--- src/bthr_pkg.sv ---
`default_nettype none
package bthr_pkg;

    localparam int TIME_WIDTH_DEFAULT = 32;
    localparam int FIELD_WIDTH        = 24;
    localparam int APB_ADDR_WIDTH     = 4;
    localparam int APB_DATA_WIDTH     = 32;

    localparam logic [FIELD_WIDTH-1:0] QUICK_WINDOW_RESET = 24'd16384;
    localparam logic [FIELD_WIDTH-1:0] REPEAT_DELAY_RESET = 24'd32768;
    localparam logic [FIELD_WIDTH-1:0] REPEAT_STEP_RESET  = 24'd6554;

    // Register index, taken from paddr[3:2].
    typedef enum logic [1:0] {
        REG_QUICK_WINDOW = 2'd0,
        REG_REPEAT_DELAY = 2'd1,
        REG_REPEAT_STEP  = 2'd2
    } bthr_reg_t;

    typedef struct packed {
        logic [FIELD_WIDTH-1:0] quick_window;
        logic [FIELD_WIDTH-1:0] rpt_delay;
        logic [FIELD_WIDTH-1:0] rpt_step;
    } bthr_cfg_t;

    typedef struct packed {
        logic press_quick;
        logic press_repeat_seen;
        logic release_quick;
        logic release_repeat_seen;
        logic repeat_fire;
        logic is_held;
        logic hold_start;
        logic press_single;
        logic release_single;
    } bthr_result_t;

endpackage
`default_nettype wire

--- src/button_tap_hold_repeat_classifier_unit.sv ---
`default_nettype none
// Button tap, hold and auto-repeat classifier. Each input beat is one tick carrying the
// elapsed time (unsigned Q8.16 seconds) and the previous and current button levels; each
// tick yields exactly one result beat with nine flags. A tick passes an input register,
// then timer update and classification into the result register; one tick is accepted
// every cycle while the result side keeps up. The timer state is updated in the same
// cycle as the tick is classified, which is what lets consecutive ticks follow each
// other with no gap. TIME_WIDTH sets the width of the saturating timers. Configuration
// registers sit on the APB port at 0x0 (quick window), 0x4 (repeat delay) and 0x8
// (repeat step); write them only while no tick is in flight.
module button_tap_hold_repeat_classifier_unit
    import bthr_pkg::*;
#(
    parameter int TIME_WIDTH = TIME_WIDTH_DEFAULT
) (
    input  wire logic                      aclk,
    input  wire logic                      aresetn,

    input  wire logic                      psel,
    input  wire logic                      penable,
    input  wire logic                      pwrite,
    input  wire logic [APB_ADDR_WIDTH-1:0] paddr,
    input  wire logic [APB_DATA_WIDTH-1:0] pwdata,
    output logic      [APB_DATA_WIDTH-1:0] prdata,
    output logic                           pready,

    input  wire logic                      s_valid,
    output logic                           s_ready,
    input  wire logic [FIELD_WIDTH-1:0]    s_delta_time,
    input  wire logic                      s_level_before,
    input  wire logic                      s_level_now,

    output logic                           m_valid,
    input  wire logic                      m_ready,
    output logic                           m_press_quick,
    output logic                           m_press_repeat_seen,
    output logic                           m_release_quick,
    output logic                           m_release_repeat_seen,
    output logic                           m_repeat_fire,
    output logic                           m_is_held,
    output logic                           m_hold_start,
    output logic                           m_press_single,
    output logic                           m_release_single
);

    bthr_cfg_t    cfg;
    bthr_result_t result;

    logic                   in_valid_reg;
    logic [FIELD_WIDTH-1:0] dt_reg;
    logic                   before_reg;
    logic                   now_reg;
    logic                   out_valid_reg;
    bthr_result_t           out_reg;
    logic                   advance;

    assign pready = 1'b1;

    bthr_regs u_regs (
        .aclk    (aclk),
        .aresetn (aresetn),
        .psel    (psel),
        .penable (penable),
        .pwrite  (pwrite),
        .paddr   (paddr),
        .pwdata  (pwdata),
        .prdata  (prdata),
        .cfg     (cfg)
    );

    // A tick moves into the result register when the result slot is free or drains now.
    assign advance = in_valid_reg && (!out_valid_reg || m_ready);
    assign s_ready = !in_valid_reg || advance;

    bthr_core #(
        .TIME_WIDTH (TIME_WIDTH)
    ) u_core (
        .aclk         (aclk),
        .aresetn      (aresetn),
        .advance      (advance),
        .delta_time   (dt_reg),
        .level_before (before_reg),
        .level_now    (now_reg),
        .cfg          (cfg),
        .result       (result)
    );

    always_ff @(posedge aclk) begin
        if (!aresetn) begin
            in_valid_reg <= 1'b0;
        end else if (s_ready) begin
            in_valid_reg <= s_valid;
        end
    end

    always_ff @(posedge aclk) begin
        if (s_valid && s_ready) begin
            dt_reg     <= s_delta_time;
            before_reg <= s_level_before;
            now_reg    <= s_level_now;
        end
    end

    always_ff @(posedge aclk) begin
        if (!aresetn) begin
            out_valid_reg <= 1'b0;
        end else if (advance) begin
            out_valid_reg <= 1'b1;
        end else if (m_ready) begin
            out_valid_reg <= 1'b0;
        end
    end

    always_ff @(posedge aclk) begin
        if (advance) begin
            out_reg <= result;
        end
    end

    assign m_valid               = out_valid_reg;
    assign m_press_quick         = out_reg.press_quick;
    assign m_press_repeat_seen   = out_reg.press_repeat_seen;
    assign m_release_quick       = out_reg.release_quick;
    assign m_release_repeat_seen = out_reg.release_repeat_seen;
    assign m_repeat_fire         = out_reg.repeat_fire;
    assign m_is_held             = out_reg.is_held;
    assign m_hold_start          = out_reg.hold_start;
    assign m_press_single        = out_reg.press_single;
    assign m_release_single      = out_reg.release_single;

    a_hold_start_held: assert property (@(posedge aclk) disable iff (!aresetn)
        m_valid && m_hold_start |-> m_is_held)
        else $error("hold start reported without held status");

    a_edges_exclusive: assert property (@(posedge aclk) disable iff (!aresetn)
        m_valid |-> !(m_press_quick && m_release_quick))
        else $error("press and release edge in one tick");

    a_fire_not_on_press: assert property (@(posedge aclk) disable iff (!aresetn)
        m_valid && m_repeat_fire |-> !m_press_quick && !m_release_quick)
        else $error("repeat fired on an edge tick");

    a_single_is_quick: assert property (@(posedge aclk) disable iff (!aresetn)
        m_valid && (m_press_single || m_release_single) |-> m_press_quick || m_release_quick)
        else $error("single press or release without a quick edge");

    a_result_held: assert property (@(posedge aclk) disable iff (!aresetn)
        out_valid_reg && !m_ready |=> out_valid_reg && $stable(out_reg))
        else $error("stalled result changed");

endmodule
`default_nettype wire

--- src/bthr_regs.sv ---
`default_nettype none
module bthr_regs
    import bthr_pkg::*;
(
    input  wire logic                      aclk,
    input  wire logic                      aresetn,
    input  wire logic                      psel,
    input  wire logic                      penable,
    input  wire logic                      pwrite,
    input  wire logic [APB_ADDR_WIDTH-1:0] paddr,
    input  wire logic [APB_DATA_WIDTH-1:0] pwdata,
    output logic      [APB_DATA_WIDTH-1:0] prdata,
    output bthr_cfg_t                      cfg
);

    bthr_cfg_t cfg_reg;
    logic      wr_en;
    bthr_reg_t reg_index;

    assign wr_en     = psel && penable && pwrite;
    assign reg_index = bthr_reg_t'(paddr[APB_ADDR_WIDTH-1:2]);
    assign cfg       = cfg_reg;

    always_ff @(posedge aclk) begin
        if (!aresetn) begin
            cfg_reg.quick_window <= QUICK_WINDOW_RESET;
            cfg_reg.rpt_delay    <= REPEAT_DELAY_RESET;
            cfg_reg.rpt_step     <= REPEAT_STEP_RESET;
        end else if (wr_en) begin
            unique case (reg_index)
                REG_QUICK_WINDOW: cfg_reg.quick_window <= pwdata[FIELD_WIDTH-1:0];
                REG_REPEAT_DELAY: cfg_reg.rpt_delay    <= pwdata[FIELD_WIDTH-1:0];
                REG_REPEAT_STEP:  cfg_reg.rpt_step     <= pwdata[FIELD_WIDTH-1:0];
                default: ;
            endcase
        end
    end

    always_comb begin
        unique case (reg_index)
            REG_QUICK_WINDOW: prdata = APB_DATA_WIDTH'(cfg_reg.quick_window);
            REG_REPEAT_DELAY: prdata = APB_DATA_WIDTH'(cfg_reg.rpt_delay);
            REG_REPEAT_STEP:  prdata = APB_DATA_WIDTH'(cfg_reg.rpt_step);
            default:          prdata = '0;
        endcase
    end

endmodule
`default_nettype wire

--- src/bthr_core.sv ---
`default_nettype none
module bthr_core
    import bthr_pkg::*;
#(
    parameter int TIME_WIDTH = TIME_WIDTH_DEFAULT
) (
    input  wire logic                   aclk,
    input  wire logic                   aresetn,
    input  wire logic                   advance,
    input  wire logic [FIELD_WIDTH-1:0] delta_time,
    input  wire logic                   level_before,
    input  wire logic                   level_now,
    input  wire bthr_cfg_t              cfg,
    output bthr_result_t                result
);

    // Common compare width covers both the timers and the 24-bit fields.
    localparam int CW = (TIME_WIDTH > FIELD_WIDTH) ? TIME_WIDTH : FIELD_WIDTH;
    localparam int SW = CW + 1;
    localparam int RW = CW + 2;

    localparam logic [TIME_WIDTH-1:0] TIME_MAX = {TIME_WIDTH{1'b1}};
    localparam logic signed [RW-1:0]  REP_MAX  = {{(RW-TIME_WIDTH){1'b0}}, {TIME_WIDTH{1'b1}}};
    localparam logic signed [RW-1:0]  REP_MIN  = ~REP_MAX;

    logic [TIME_WIDTH-1:0]  since_rel_reg, since_rel_next;
    logic [TIME_WIDTH-1:0]  since_prs_reg, since_prs_next;
    logic [TIME_WIDTH-1:0]  held_reg, held_next;
    logic signed [TIME_WIDTH:0] rep_reg, rep_next;
    logic quick_press_reg, quick_press_next;
    logic quick_release_reg, quick_release_next;
    logic hold_armed_reg, hold_armed_next;

    function automatic logic [TIME_WIDTH-1:0] sat_add(input logic [TIME_WIDTH-1:0] a,
                                                      input logic [FIELD_WIDTH-1:0] b);
        logic [SW-1:0] s;
        s = SW'(a) + SW'(b);
        return (s > SW'(TIME_MAX)) ? TIME_MAX : s[TIME_WIDTH-1:0];
    endfunction

    function automatic logic signed [TIME_WIDTH:0] rep_clamp(input logic signed [RW-1:0] v);
        logic signed [RW-1:0] c;
        if (v > REP_MAX) begin
            c = REP_MAX;
        end else if (v < REP_MIN) begin
            c = REP_MIN;
        end else begin
            c = v;
        end
        return c[TIME_WIDTH:0];
    endfunction

    logic [TIME_WIDTH-1:0]  rel_sum, prs_sum, held_sum;
    logic [SW-1:0]          qw_ext;
    logic                   clear_flags, flag_press, flag_release;
    logic signed [RW-1:0]   rep_up_ext, dt_ext, delay_ext, step_ext;
    logic signed [TIME_WIDTH:0] rep_up;
    logic                   armed;
    bthr_result_t           res;

    assign qw_ext    = SW'(cfg.quick_window);
    assign dt_ext    = signed'(RW'(delta_time));
    assign delay_ext = signed'(RW'(cfg.rpt_delay));
    assign step_ext  = signed'(RW'(cfg.rpt_step));

    always_comb begin
        rel_sum  = sat_add(since_rel_reg, delta_time);
        prs_sum  = sat_add(since_prs_reg, delta_time);
        held_sum = sat_add(held_reg, delta_time);
        rep_up   = rep_clamp({{(RW-TIME_WIDTH-1){rep_reg[TIME_WIDTH]}}, rep_reg} + dt_ext);
        rep_up_ext = {{(RW-TIME_WIDTH-1){rep_up[TIME_WIDTH]}}, rep_up};

        clear_flags  = (SW'(rel_sum) > qw_ext) || (SW'(prs_sum) > qw_ext);
        flag_press   = quick_press_reg && !clear_flags;
        flag_release = quick_release_reg && !clear_flags;

        res                = '0;
        since_rel_next     = rel_sum;
        since_prs_next     = prs_sum;
        held_next          = '0;
        rep_next           = '0;
        quick_press_next   = flag_press;
        quick_release_next = flag_release;
        hold_armed_next    = 1'b0;
        armed              = hold_armed_reg;

        if (level_now) begin
            held_next = held_sum;
            rep_next  = rep_up;
            if (!level_before) begin
                armed                 = 1'b1;
                res.press_repeat_seen = flag_press;
                if (SW'(rel_sum) < qw_ext) begin
                    res.press_quick  = 1'b1;
                    quick_press_next = 1'b1;
                end
                since_prs_next = '0;
            end else if (rep_up_ext > delay_ext) begin
                res.repeat_fire = 1'b1;
                rep_next        = rep_clamp(rep_up_ext - step_ext);
            end
            if (SW'(held_sum) >= qw_ext) begin
                res.is_held = 1'b1;
                if (armed) begin
                    res.hold_start = 1'b1;
                    armed          = 1'b0;
                end
            end
            hold_armed_next = armed;
        end else if (level_before) begin
            res.release_repeat_seen = flag_release;
            if (SW'(prs_sum) < qw_ext) begin
                res.release_quick  = 1'b1;
                quick_release_next = 1'b1;
            end
            since_rel_next = '0;
        end

        res.press_single   = res.press_quick && !res.press_repeat_seen;
        res.release_single = res.release_quick && !res.release_repeat_seen;
    end

    assign result = res;

    always_ff @(posedge aclk) begin
        if (!aresetn) begin
            since_rel_reg     <= '0;
            since_prs_reg     <= '0;
            held_reg          <= '0;
            rep_reg           <= '0;
            quick_press_reg   <= 1'b0;
            quick_release_reg <= 1'b0;
            hold_armed_reg    <= 1'b0;
        end else if (advance) begin
            since_rel_reg     <= since_rel_next;
            since_prs_reg     <= since_prs_next;
            held_reg          <= held_next;
            rep_reg           <= rep_next;
            quick_press_reg   <= quick_press_next;
            quick_release_reg <= quick_release_next;
            hold_armed_reg    <= hold_armed_next;
        end
    end

endmodule
`default_nettype wire
--- config.mk ---
export PLATFORM = sky130hd
export DESIGN_NAME = button_tap_hold_repeat_classifier_unit
export DESIGN_NICKNAME = d
export VERILOG_FILES = /design/src/bthr_pkg.sv /design/src/button_tap_hold_repeat_classifier_unit.sv /design/src/bthr_regs.sv /design/src/bthr_core.sv
export SDC_FILE = /design/constraint.sdc
export NUM_CORES = 1
export LEC_CHECK = 0
export ABC_AREA = 1
export BUFFER_PORTS_ARGS = -buffer_cell sky130_fd_sc_hd__buf_4
export CAP_MARGIN = 20
export CORE_MARGIN = 4
export CORE_UTILIZATION = 44
export CTS_CLUSTER_DIAMETER = 30
export DETAILED_ROUTE_END_ITERATION = 12
export GPL_ROUTABILITY_DRIVEN = 0
export PLACE_DENSITY = 0.59
export SETUP_SLACK_MARGIN = 0.1
export SYNTH_ARGS = -nofsm -noshare
export SYNTH_HDL_FRONTEND = slang
export SYNTH_SLANG_ARGS = --single-unit
--- constraint.sdc ---
create_clock -name aclk -period 11.4 [get_ports aclk]
set_clock_uncertainty 0.2 [all_clocks]
set_input_delay 1.14 -clock aclk [delete_from_list [all_inputs] [get_ports aclk]]
set_output_delay 1.14 -clock aclk [all_outputs]
set_load 0.03 [all_outputs]
=== Word level (Yosys, flattened, before mapping) ===
Cells that the tools add are included.
W data, S select, Z words.

* Register bits after elaboration: 241
* Output and inout port bits: 44
* Logic and storage cells: 104

* $add $sub $neg: 5
* Magnitude comparators: 13
* Eq/ne operators: 2
* Mux-type cells: 37
* Reductions and logical operators: 23

{| class="wikitable"
|+ Operator list
! kind !! number
|-
| $mux W32 || 8
|-
| $mux W33 || 7
|-
| $add A32 B24 Y33 || 3
|-
| $gt A33 B32 Y1 const B || 3
|-
| $pmux W24 S3 || 1
|-
| $gt A34 B33 Y1 const B || 2
|-
| $lt A34 B33 Y1 const B || 2
|-
| $gt A32 B24 Y1 || 2
|-
| $lt A32 B24 Y1 || 2
|-
| $add A33 B25 Y34 || 1
|-
| $sub A33 B25 Y34 || 1
|-
| $gt A33 B25 Y1 || 1
|-
| $ge A32 B24 Y1 || 1
|-
| $mux W1 || 16
|-
| $mux W2 || 5
|-
| $reduce_and A2 Y1 || 5
|-
| $logic_and A1 B1 Y1 || 8
|-
| $logic_not A1 Y1 || 5
|-
| $logic_or A1 B1 Y1 || 3
|-
| $eq A2 B1 Y1 const B || 1
|-
| $eq A2 B2 Y1 const B || 1
|-
| $logic_not A2 Y1 || 1
|-
| $reduce_bool A2 Y1 || 1
|}

=== Logic depth before layout (Yosys ltp) ===
Gate-level depths: netlist of the first run.

* Depth after elaboration: 11
* Mapped depth: 42
* Gate-level depth less buffers: 39

=== Modules after synthesis ===
A second synthesis of the first run with hierarchy kept.

* Cell total of the unflattened synthesis: 3228
* Area total of the unflattened synthesis: 20719.9 µm²

{| class="wikitable"
|+ By module, submodules not included
! module !! times used !! cells each !! area each (µm²) !! sequential area each (µm²)
|-
| bthr_core || 1 || 2648 || 16107.9 || 2642.5
|-
| bthr_regs || 1 || 530 || 3454.6 || 1441.4
|-
| button_tap_hold_repeat_classifier_unit || 1 || 50 || 1157.4 || 1091.0
|}

=== Worst setup path before layout of the first run ===
No wires, ideal clock.

* Path type: reg2reg
* Start point: register dt_reg[1]
* End point: register u_core.rep_reg[0]
* Setup time: 0.132 ns
* Data arrival time: 4.560 ns
* Setup slack: 6.508 ns
* Cell stages (with the launch flop): 34
* Clock period less this slack: 4.892 ns
* Cells stage by stage: edfxtp_1 -> inv_1 -> fa_1 -> inv_1 -> nand3_1 -> nand2_1 -> nand2_1 -> nand2_2 -> nand2_1 -> nand2_1 -> nand2_1 -> nand3_1 -> nand2_2 -> nand2_4 -> buf_6 -> buf_2 -> buf_2 -> o21ai_0 -> ha_1 -> a21oi_1 -> o21ai_0 -> a21oi_1 -> inv_1 -> nand3_1 -> nand3_1 -> nand2_1 -> nand2_1 -> inv_1 -> nand4_1 -> buf_2 -> nand3b_1 -> nand3_1 -> nand2_1 -> a21oi_1

* Word-level cells in the longest chain between the ends: 11
* Elaborated cells between the ends (all ways): 14

{| class="wikitable"
|+ RTL lines
! element !! line !! text
|-
| from (decl) || button_tap_hold_repeat_classifier_unit.sv:50 || <nowiki>logic [FIELD_WIDTH-1:0] dt_reg;</nowiki>
|-
| from (signal assigned) || button_tap_hold_repeat_classifier_unit.sv:98 || <nowiki>dt_reg <= s_delta_time;</nowiki>
|-
| $add A33 B25 Y34 * || bthr_core.sv:70 || <nowiki>rep_up = rep_clamp({{(RW-TIME_WIDTH-1){rep_reg[TIME_WIDTH]}}, rep_reg} + dt_ext);</nowiki>
|-
| $lt A34 B33 Y1 || bthr_core.sv:45 || <nowiki>end else if (v < REP_MIN) begin</nowiki>
|-
| $mux W33 || bthr_core.sv:45 ||
|-
| $mux W33 * || bthr_core.sv:43 || <nowiki>if (v > REP_MAX) begin</nowiki>
|-
| $sub A33 B25 Y34 || bthr_core.sv:100 || <nowiki>rep_next = rep_clamp(rep_up_ext - step_ext);</nowiki>
|-
| $lt A34 B33 Y1 || bthr_core.sv:45 ||
|-
| $mux W33 || bthr_core.sv:45 ||
|-
| $mux W33 || bthr_core.sv:43 ||
|-
| $mux W33 || bthr_core.sv:98 || <nowiki>end else if (rep_up_ext > delay_ext) begin</nowiki>
|-
| $mux W33 * || bthr_core.sv:90 || <nowiki>if (!level_before) begin</nowiki>
|-
| $mux W33 * || bthr_core.sv:87 || <nowiki>if (level_now) begin</nowiki>
|-
| to (signal assigned) || bthr_core.sv:138 || <nowiki>rep_reg <= rep_next;</nowiki>
|-
| to (decl) || bthr_core.sv:29 || <nowiki>logic signed [TIME_WIDTH:0] rep_reg, rep_next;</nowiki>
|}

Mark *: on every way between the ends. The rest lies on a longest branch, timed or not.
A chain may end at the register's enable or synchronous reset.

=== Worst setup path after layout of the first run ===
* Start point: register dt_reg[1]
* End point: register u_core.rep_reg[22]

The elaborated chain is that of the path after synthesis.

==> results of run 1 <==
[layer usage]
layer | vias up | routed length, µm | global-route usage, %
li1 | 10300 | - | -
met1 | 9449 | 30600 | 35.4
met5 | - | 0 | 0
met4 | 0 | 2500 | 10.8
met3 | 136 | 4990 | 6.16
met2 | 633 | 30600 | 42.9
[worst max-delay path, delay by kind of cell, from the launching register on]
kind,cells,cell delay (ns)
AOI/OAI and AO/OA,4,1.24
adders and majority gates,3,0.99
buffers and inverters,5,0.80
DFF,1,0.75
and+or+nand+nor,19,2.57
[metrics by stage]
| step | hold slack (ns) | power [W] | cell area [µm²] |
|---|---|---|---|
| 2_1_floorplan | 0.242 | 0.00165 | 20200 |
| 4_1_cts | 0.265 | 0.00381 | 23600 |
| 5_1_grt | 0.282 | 0.00400 | 23600 |
| 3_5_place_dp | 0.259 | 0.00187 | 21300 |
| 3_3_place_gp | 0.250 | 0.00185 | 21300 |
| 6_report | 0.258 | 0.00380 | 23600 |
[cells in the mapped netlist (all sizes together) (19+ instances only)]
library cell	number	area, µm²
nand4	32	215
a21oi	387	1940
o21ai	149	749
nand3	165	908
buf	36	240
a21o	19	143
a31oi	22	138
nor2	202	810
dfxtp	206	4120
o221ai	26	228
xnor2	60	533
ha	216	2700
edfxtp	35	1050
nand2	891	3410
inv	330	1240
xor2	57	499
nor3	26	141
clkbuf	67	251
[report_power, final]
part           internal (W)  total (W)  switching [W]  leakage [nW]
sequential         0.000903   0.000942      0.0000391          2.01
clock               0.00137    0.00192       0.000553          1.15
combinational      0.000340   0.000934       0.000594          7.85
[how the worst min path moves through the flow]
| stage | from | to | slack, ns | cells past startpoint |
|---|---|---|---|---|
| floorplan | u_core.hold_armed_reg$_SDFFE_PN0P_ | u_core.hold_armed_reg$_SDFFE_PN0P_ | 0.24 | 2 |
| global placement | u_core.hold_armed_reg$_SDFFE_PN0P_ | u_core.hold_armed_reg$_SDFFE_PN0P_ | 0.25 | 2 |
| detailed placement | u_core.hold_armed_reg$_SDFFE_PN0P_ | u_core.hold_armed_reg$_SDFFE_PN0P_ | 0.26 | 2 |
| CTS | u_core.hold_armed_reg$_SDFFE_PN0P_ | u_core.hold_armed_reg$_SDFFE_PN0P_ | 0.26 | 2 |
| global route | u_core.rep_reg[6]$_SDFFE_PN0P_ | u_core.rep_reg[6]$_SDFFE_PN0P_ | 0.28 | 2 |
| finish | u_core.hold_armed_reg$_SDFFE_PN0P_ | u_core.hold_armed_reg$_SDFFE_PN0P_ | 0.26 | 2 |
[cells by family after synthesis]
kind of cell / count (synthesis) / share of synthesized area [%]
buffers and inverters: 438 / 8.68
flip-flops: 241 / 25.7
AND/OR/NAND/NOR: 1361 / 28.8
AO/OA/AOI/OAI: 655 / 17.8
XOR/XNOR: 117 / 5.12
adder cells (fa/ha/maj): 221 / 13.9
other: 2 / 0.0373
[cell type report]
type	instances	area [µm²]
well taps	600	751
fillers	4547	21700
flip-flops and latches	241	5170
multi-input cells	2363	13300
clock inverters	27	357
inverters	335	1260
repair buffers	108	838
diodes	2	5.00
clock buffers	96	1970
==> impl_metrics.toml, run 1 <==
[run_status]
status = "finished, final reports clean"

[timing]
layout_setup_ws_ns = 4.74
slew_headroom_pct = 34.4
period_minus_slack_ns = 6.66
fmax_ghz = 0.150
slew_viol_final = 0
post-route-period-util_pct = 58.4
setup_viol = 0
tightest_slew_ns = 0.984
tns_ns = 0
rsz0062_at_grt = "false"
finalHoldViolCount = 0

[floorplanning]
die-area_um2 = 49300
ioPinCount = 113
num_rows = 78
initial_core_util_pct = 44.4
die_height_um = 222
dieWidth_um = 222
core-area_um2 = 45400

[placement]
place_ws_ns = 4.83
dpl.hpwl_um = 51800
numPortBuffers = 93
place_inst = 3645

[global_route]
grt_max_degree = 84
grt_pass1_wl_um = 106000
antenna_found_initial = 0
gr-total-overflow = 0
grt_pass1_vias = 19100
track_usage_pct = 26.9

[clock_tree]
ctsHoldBuffers = 0
cts_sinks = 241
cts_tree = "built"
cts-buffers-inserted = 68
clockRootBuffer = "clkbuf_16"
postCtsSetupBuffers = 0
ctsResizeCount = 0
clk_latency_ns = 0.58
cts_buffer_depth = 3
htreeDepth = 3
clk_pin_slew_worst_paths_ns = 0.05

[logic_synthesis]
ys_seq_area_share_pct = 25.7
ys_ff_latch = 241
synth_edf_count = 35
synthesis.area_um2 = 20200
syn_inst = 3035
ys_types = 59
ys_warn_count = 0
avgSynthCellArea_um2 = 6.64
async_flop_share_pct = 0
synthFlopType = "dfxtp_1"

[finish]
final_cells = 3772
nets = 3407
fin_util_pct = 52.1
area_growth_pct = 17.3
largest_reg_flops = 72
final_common_cell = "nand2_1"
final_cell_mix = "nand2_1 (874), a21oi_1 (387), inv_1 (318)"
drive_gt1_share_pct = 8.86

[routing]
antenna_left = 0
via_count = 20500
drc_errors = 0
routed_via_density = 5.44
drt-initial-drc-count = 1787
routed_wl_um = 68700
wire_per_inst_um = 18.2
first_pass_iters = 6

[setup_path]
rrSetupSlack_ns = 4.74
cp.required_ns = 11.69
crit_start = "dt_reg[1]$_DFFE_PP_"
path_class = "reg -> reg"
crit_path_frequent_cell = "nand2_1"
critPathMaxStageDelay_ns = 0.75
r2r_end = "u_core.rep_reg[22]$_SDFFE_PN0P_"
cp_slowest_cell = "edfxtp_1"
crit_end = "u_core.rep_reg[22]$_SDFFE_PN0P_"
cp_max_fo = 40
cp_data_arrival_time_ns = 6.95
reg2regPathDepth = 31
cp-start-kind = "flip-flop"
cp-end-kind = "flip-flop"
reg2reg_from = "dt_reg[1]$_DFFE_PP_"

[min_path]
hold_path_class = "reg -> reg"

[pwr]
pwr_density_cell_nw_per_um2 = 161
p_leak_nw = 11.0
peakVddDrop_mv = 0.0978

[run]
max_cap_violations = 0
(Power assumes the default switching activity.)
==> run 2: changes to the inputs <==
--- a/config.mk
+++ b/config.mk
@@ -13,7 +13,7 @@
 export CTS_CLUSTER_DIAMETER = 30
 export DETAILED_ROUTE_END_ITERATION = 12
 export GPL_ROUTABILITY_DRIVEN = 0
-export PLACE_DENSITY = 0.59
+export PLACE_DENSITY = 0.61
 export SETUP_SLACK_MARGIN = 0.1
 export SYNTH_ARGS = -nofsm -noshare
 export SYNTH_HDL_FRONTEND = slang
==> constraint.sdc (replaced) <==
create_clock -name aclk -period 5.45 [get_ports aclk]
set_clock_uncertainty 0.2 [all_clocks]
set_input_delay 0.545 -clock aclk [delete_from_list [all_inputs] [get_ports aclk]]
set_output_delay 0.545 -clock aclk [all_outputs]
set_load 0.03 [all_outputs]
==> run 2 against run 1 <==
Net effect: via count is 4.8% higher; register-to-register slack worse by 4.4 ns; global-route usage is 1.1 points higher; final area is 6.7% higher; sequential share of layout area is 1.4 points lower; critical path type unchanged; sequential power is 110% higher; fmax is 30% higher.
==> impl_metrics.toml, run 2 (same netlist as run 1, synthesis figures left out) <==
[floorplanning]
core-area_um2 = 45400
num_rows = 78
dieWidth_um = 222
die-area_um2 = 49300
ioPinCount = 113
die_height_um = 222
initial_core_util_pct = 44.4

[pwr]
peakVddDrop_mv = 0.299
p_sw_w = 0.00274
p_leak_nw = 11.7
seq_power_share_pct = 22.7
combPwrFrac_pct = 26.2
clockPowerShare_pct = 51.1
p_int_w = 0.00581
pwr_density_cell_nw_per_um2 = 339
switching_share_pct = 32.1

[setup_path]
path_buf_inv = 6
cp.required_ns = 5.58
critPathMaxStageDelay_ns = 0.49
path_delay_family = "simple AND/OR/NAND/NOR gates"
path_class = "reg -> reg"
cp-end-kind = "flip-flop"
cp_data_arrival_time_ns = 5.26
crit_path_frequent_cell = "nand2_1"
cp_slowest_cell = "edfxtp_1"
cp_max_fo = 13
cp-start-kind = "flip-flop"
cp_cell_sequence = "buf_4 -> ha_1 -> nand2_1 -> nor2_1 -> inv_1 -> o21ai_0 -> a21oi_2 -> inv_1 -> nand3_1 -> nand2_1 -> clkinv_1 -> buf_12 -> nand2_1 -> ha_1 -> a21oi_1 -> o21ai_0 -> o31ai_2 -> buf_4 -> o2111ai_1 -> nand4_1 -> nand2_1 -> nor2_1 -> and3_1 -> nor2_1"
rrSetupSlack_ns = 0.32

[run]
max_cap_violations = 0

[clock_tree]
cts_buffer_depth = 3
cts_tree = "built"
cts-buffers-inserted = 73
htreeDepth = 3
clk_pin_slew_worst_paths_ns = 0.04
clockRootBuffer = "clkbuf_16"
clk_latency_ns = 0.61
cts_sinks = 241

[routing]
routed_wl_um = 71700
antenna_left = 0
first_pass_iters = 5
wire_per_inst_um = 18.3
drt-initial-drc-count = 1878
via_count = 21500
routed_via_density = 5.50
drc_errors = 0

[finish]
fin_util_pct = 55.6
n_antenna_cell = 0
multi_input_area_um2 = 13500
drive_gt1_share_pct = 12.9
nets = 3539
n_fill_cell = 4414
seqCellArea_um2 = 5170
largest_reg_flops = 72
area_growth_pct = 25.1
final_cell_mix = "nand2_1 (872), a21oi_1 (382), inv_1 (315)"
final_common_cell = "nand2_1"
fin_area_um2 = 25200

[global_route]
grt_max_degree = 80
track_usage_pct = 28.0
antenna_found_initial = 0
gr-total-overflow = 0
grt_pass1_vias = 20500
grt_pass1_wl_um = 111000

[timing]
tightest_slew_ns = 1.04
tns_ns = 0
fmax_ghz = 0.195
rsz0062_at_grt = "false"
post-route-period-util_pct = 94.1
slew_headroom_pct = 30.3
finalHoldViolCount = 0
period_minus_slack_ns = 5.13
setup_viol = 0
slew_viol_final = 0

[min_path]
hold_path_class = "in -> reg"

[placement]
numPortBuffers = 93
dpl.hpwl_um = 54300
placed_area_um2 = 22000

[run_status]
status = "finished, final reports clean"
-- run 2: cell count changes in the layout (fill, tap and decap cells not counted), sizes merged --
cell / delta
buf: +91
clkinv: +2
diode: -2
inv: +1
bufinv: +2
dlygate4sd3: +35
clkinvlp: +11
clkbuf: -4
-- run 2: path summary, 6_finish.rpt --
check / end / cells after the start / startpoint
max: m_hold_start$_SDFFCE_PN0P_ / 24 / dt_reg[15]$_DFFE_PP_
min: u_regs.cfg[62]$_SDFFE_PN1P_ / 3 / pwdata[14]
max reg2reg: m_hold_start$_SDFFCE_PN0P_ / 24 / dt_reg[15]$_DFFE_PP_
min reg2reg: u_core.since_rel_reg[8]$_SDFFE_PN0P_ / 2 / u_core.since_rel_reg[8]$_SDFFE_PN0P_
-- run 2: area by class of cell --
cell class | instances | share of cell area, %
Tap cell | 600 | 2.98
Sequential cell | 241 | 20.5
Inverter | 335 | 5.01
Clock inverter | 43 | 2.19
Clock buffer | 91 | 7.87
Multi-Input combinational cell | 2363 | 53.5
Timing Repair Buffer | 235 | 7.91
-- run 2: timing repair --
action	4_1_cts	5_1_grt
cloned	0	1
hold buffers	35	0
gates resized for setup	2	58
pin swaps	0	9
buffers inserted	0	8
setup endpoints to repair	4	44
hold endpoints to repair	37	0
-- run 2: worst reg2reg max path, delay by kind of cell (launching register included) --
family,cells,cell delay [ns]
DFF,1,0.49
and+or+nand+nor,10,1.27
AOI/OAI and AO/OA,6,1.16
buffers and inverters,6,1.10
adders and majority gates,2,0.66
-- run 2: through the flow --
stage	power (W)	std cells	hold slack [ns]	setup WS, ns
6_report	0.00855	3908	0.0392	0.320
5_1_grt	0.00897	3908	0.0329	0.0355
4_1_cts	0.00847	3897	0.00904	0.118
3_5_place_dp	0.00405	3728	0.261	0.0838
3_3_place_gp	0.00401	3727	0.250	0.0428
2_1_floorplan	0.00345	3042	0.242	0.558
-- run 2: per-layer routing --
layer	vias up	share of wire, %	global-route usage (%)
li1	10600	-	-
met1	10000	44	36.4
met2	722	45	44.9
met3	190	6.4	5.55
met4	0	4.8	12.9
met5	-	0	0
-- run 2: power by group through the flow --
stage / clock network (W) / registers [W] / logic [W]
final: 0.00437 / 0.00194 / 0.00224
after floorplan: 0 / 0.00196 / 0.00149
after CTS: 0.00441 / 0.00194 / 0.00211
after global routing: 0.00453 / 0.00195 / 0.00250
after global placement: 0 / 0.00197 / 0.00204
after detailed placement: 0 / 0.00197 / 0.00208
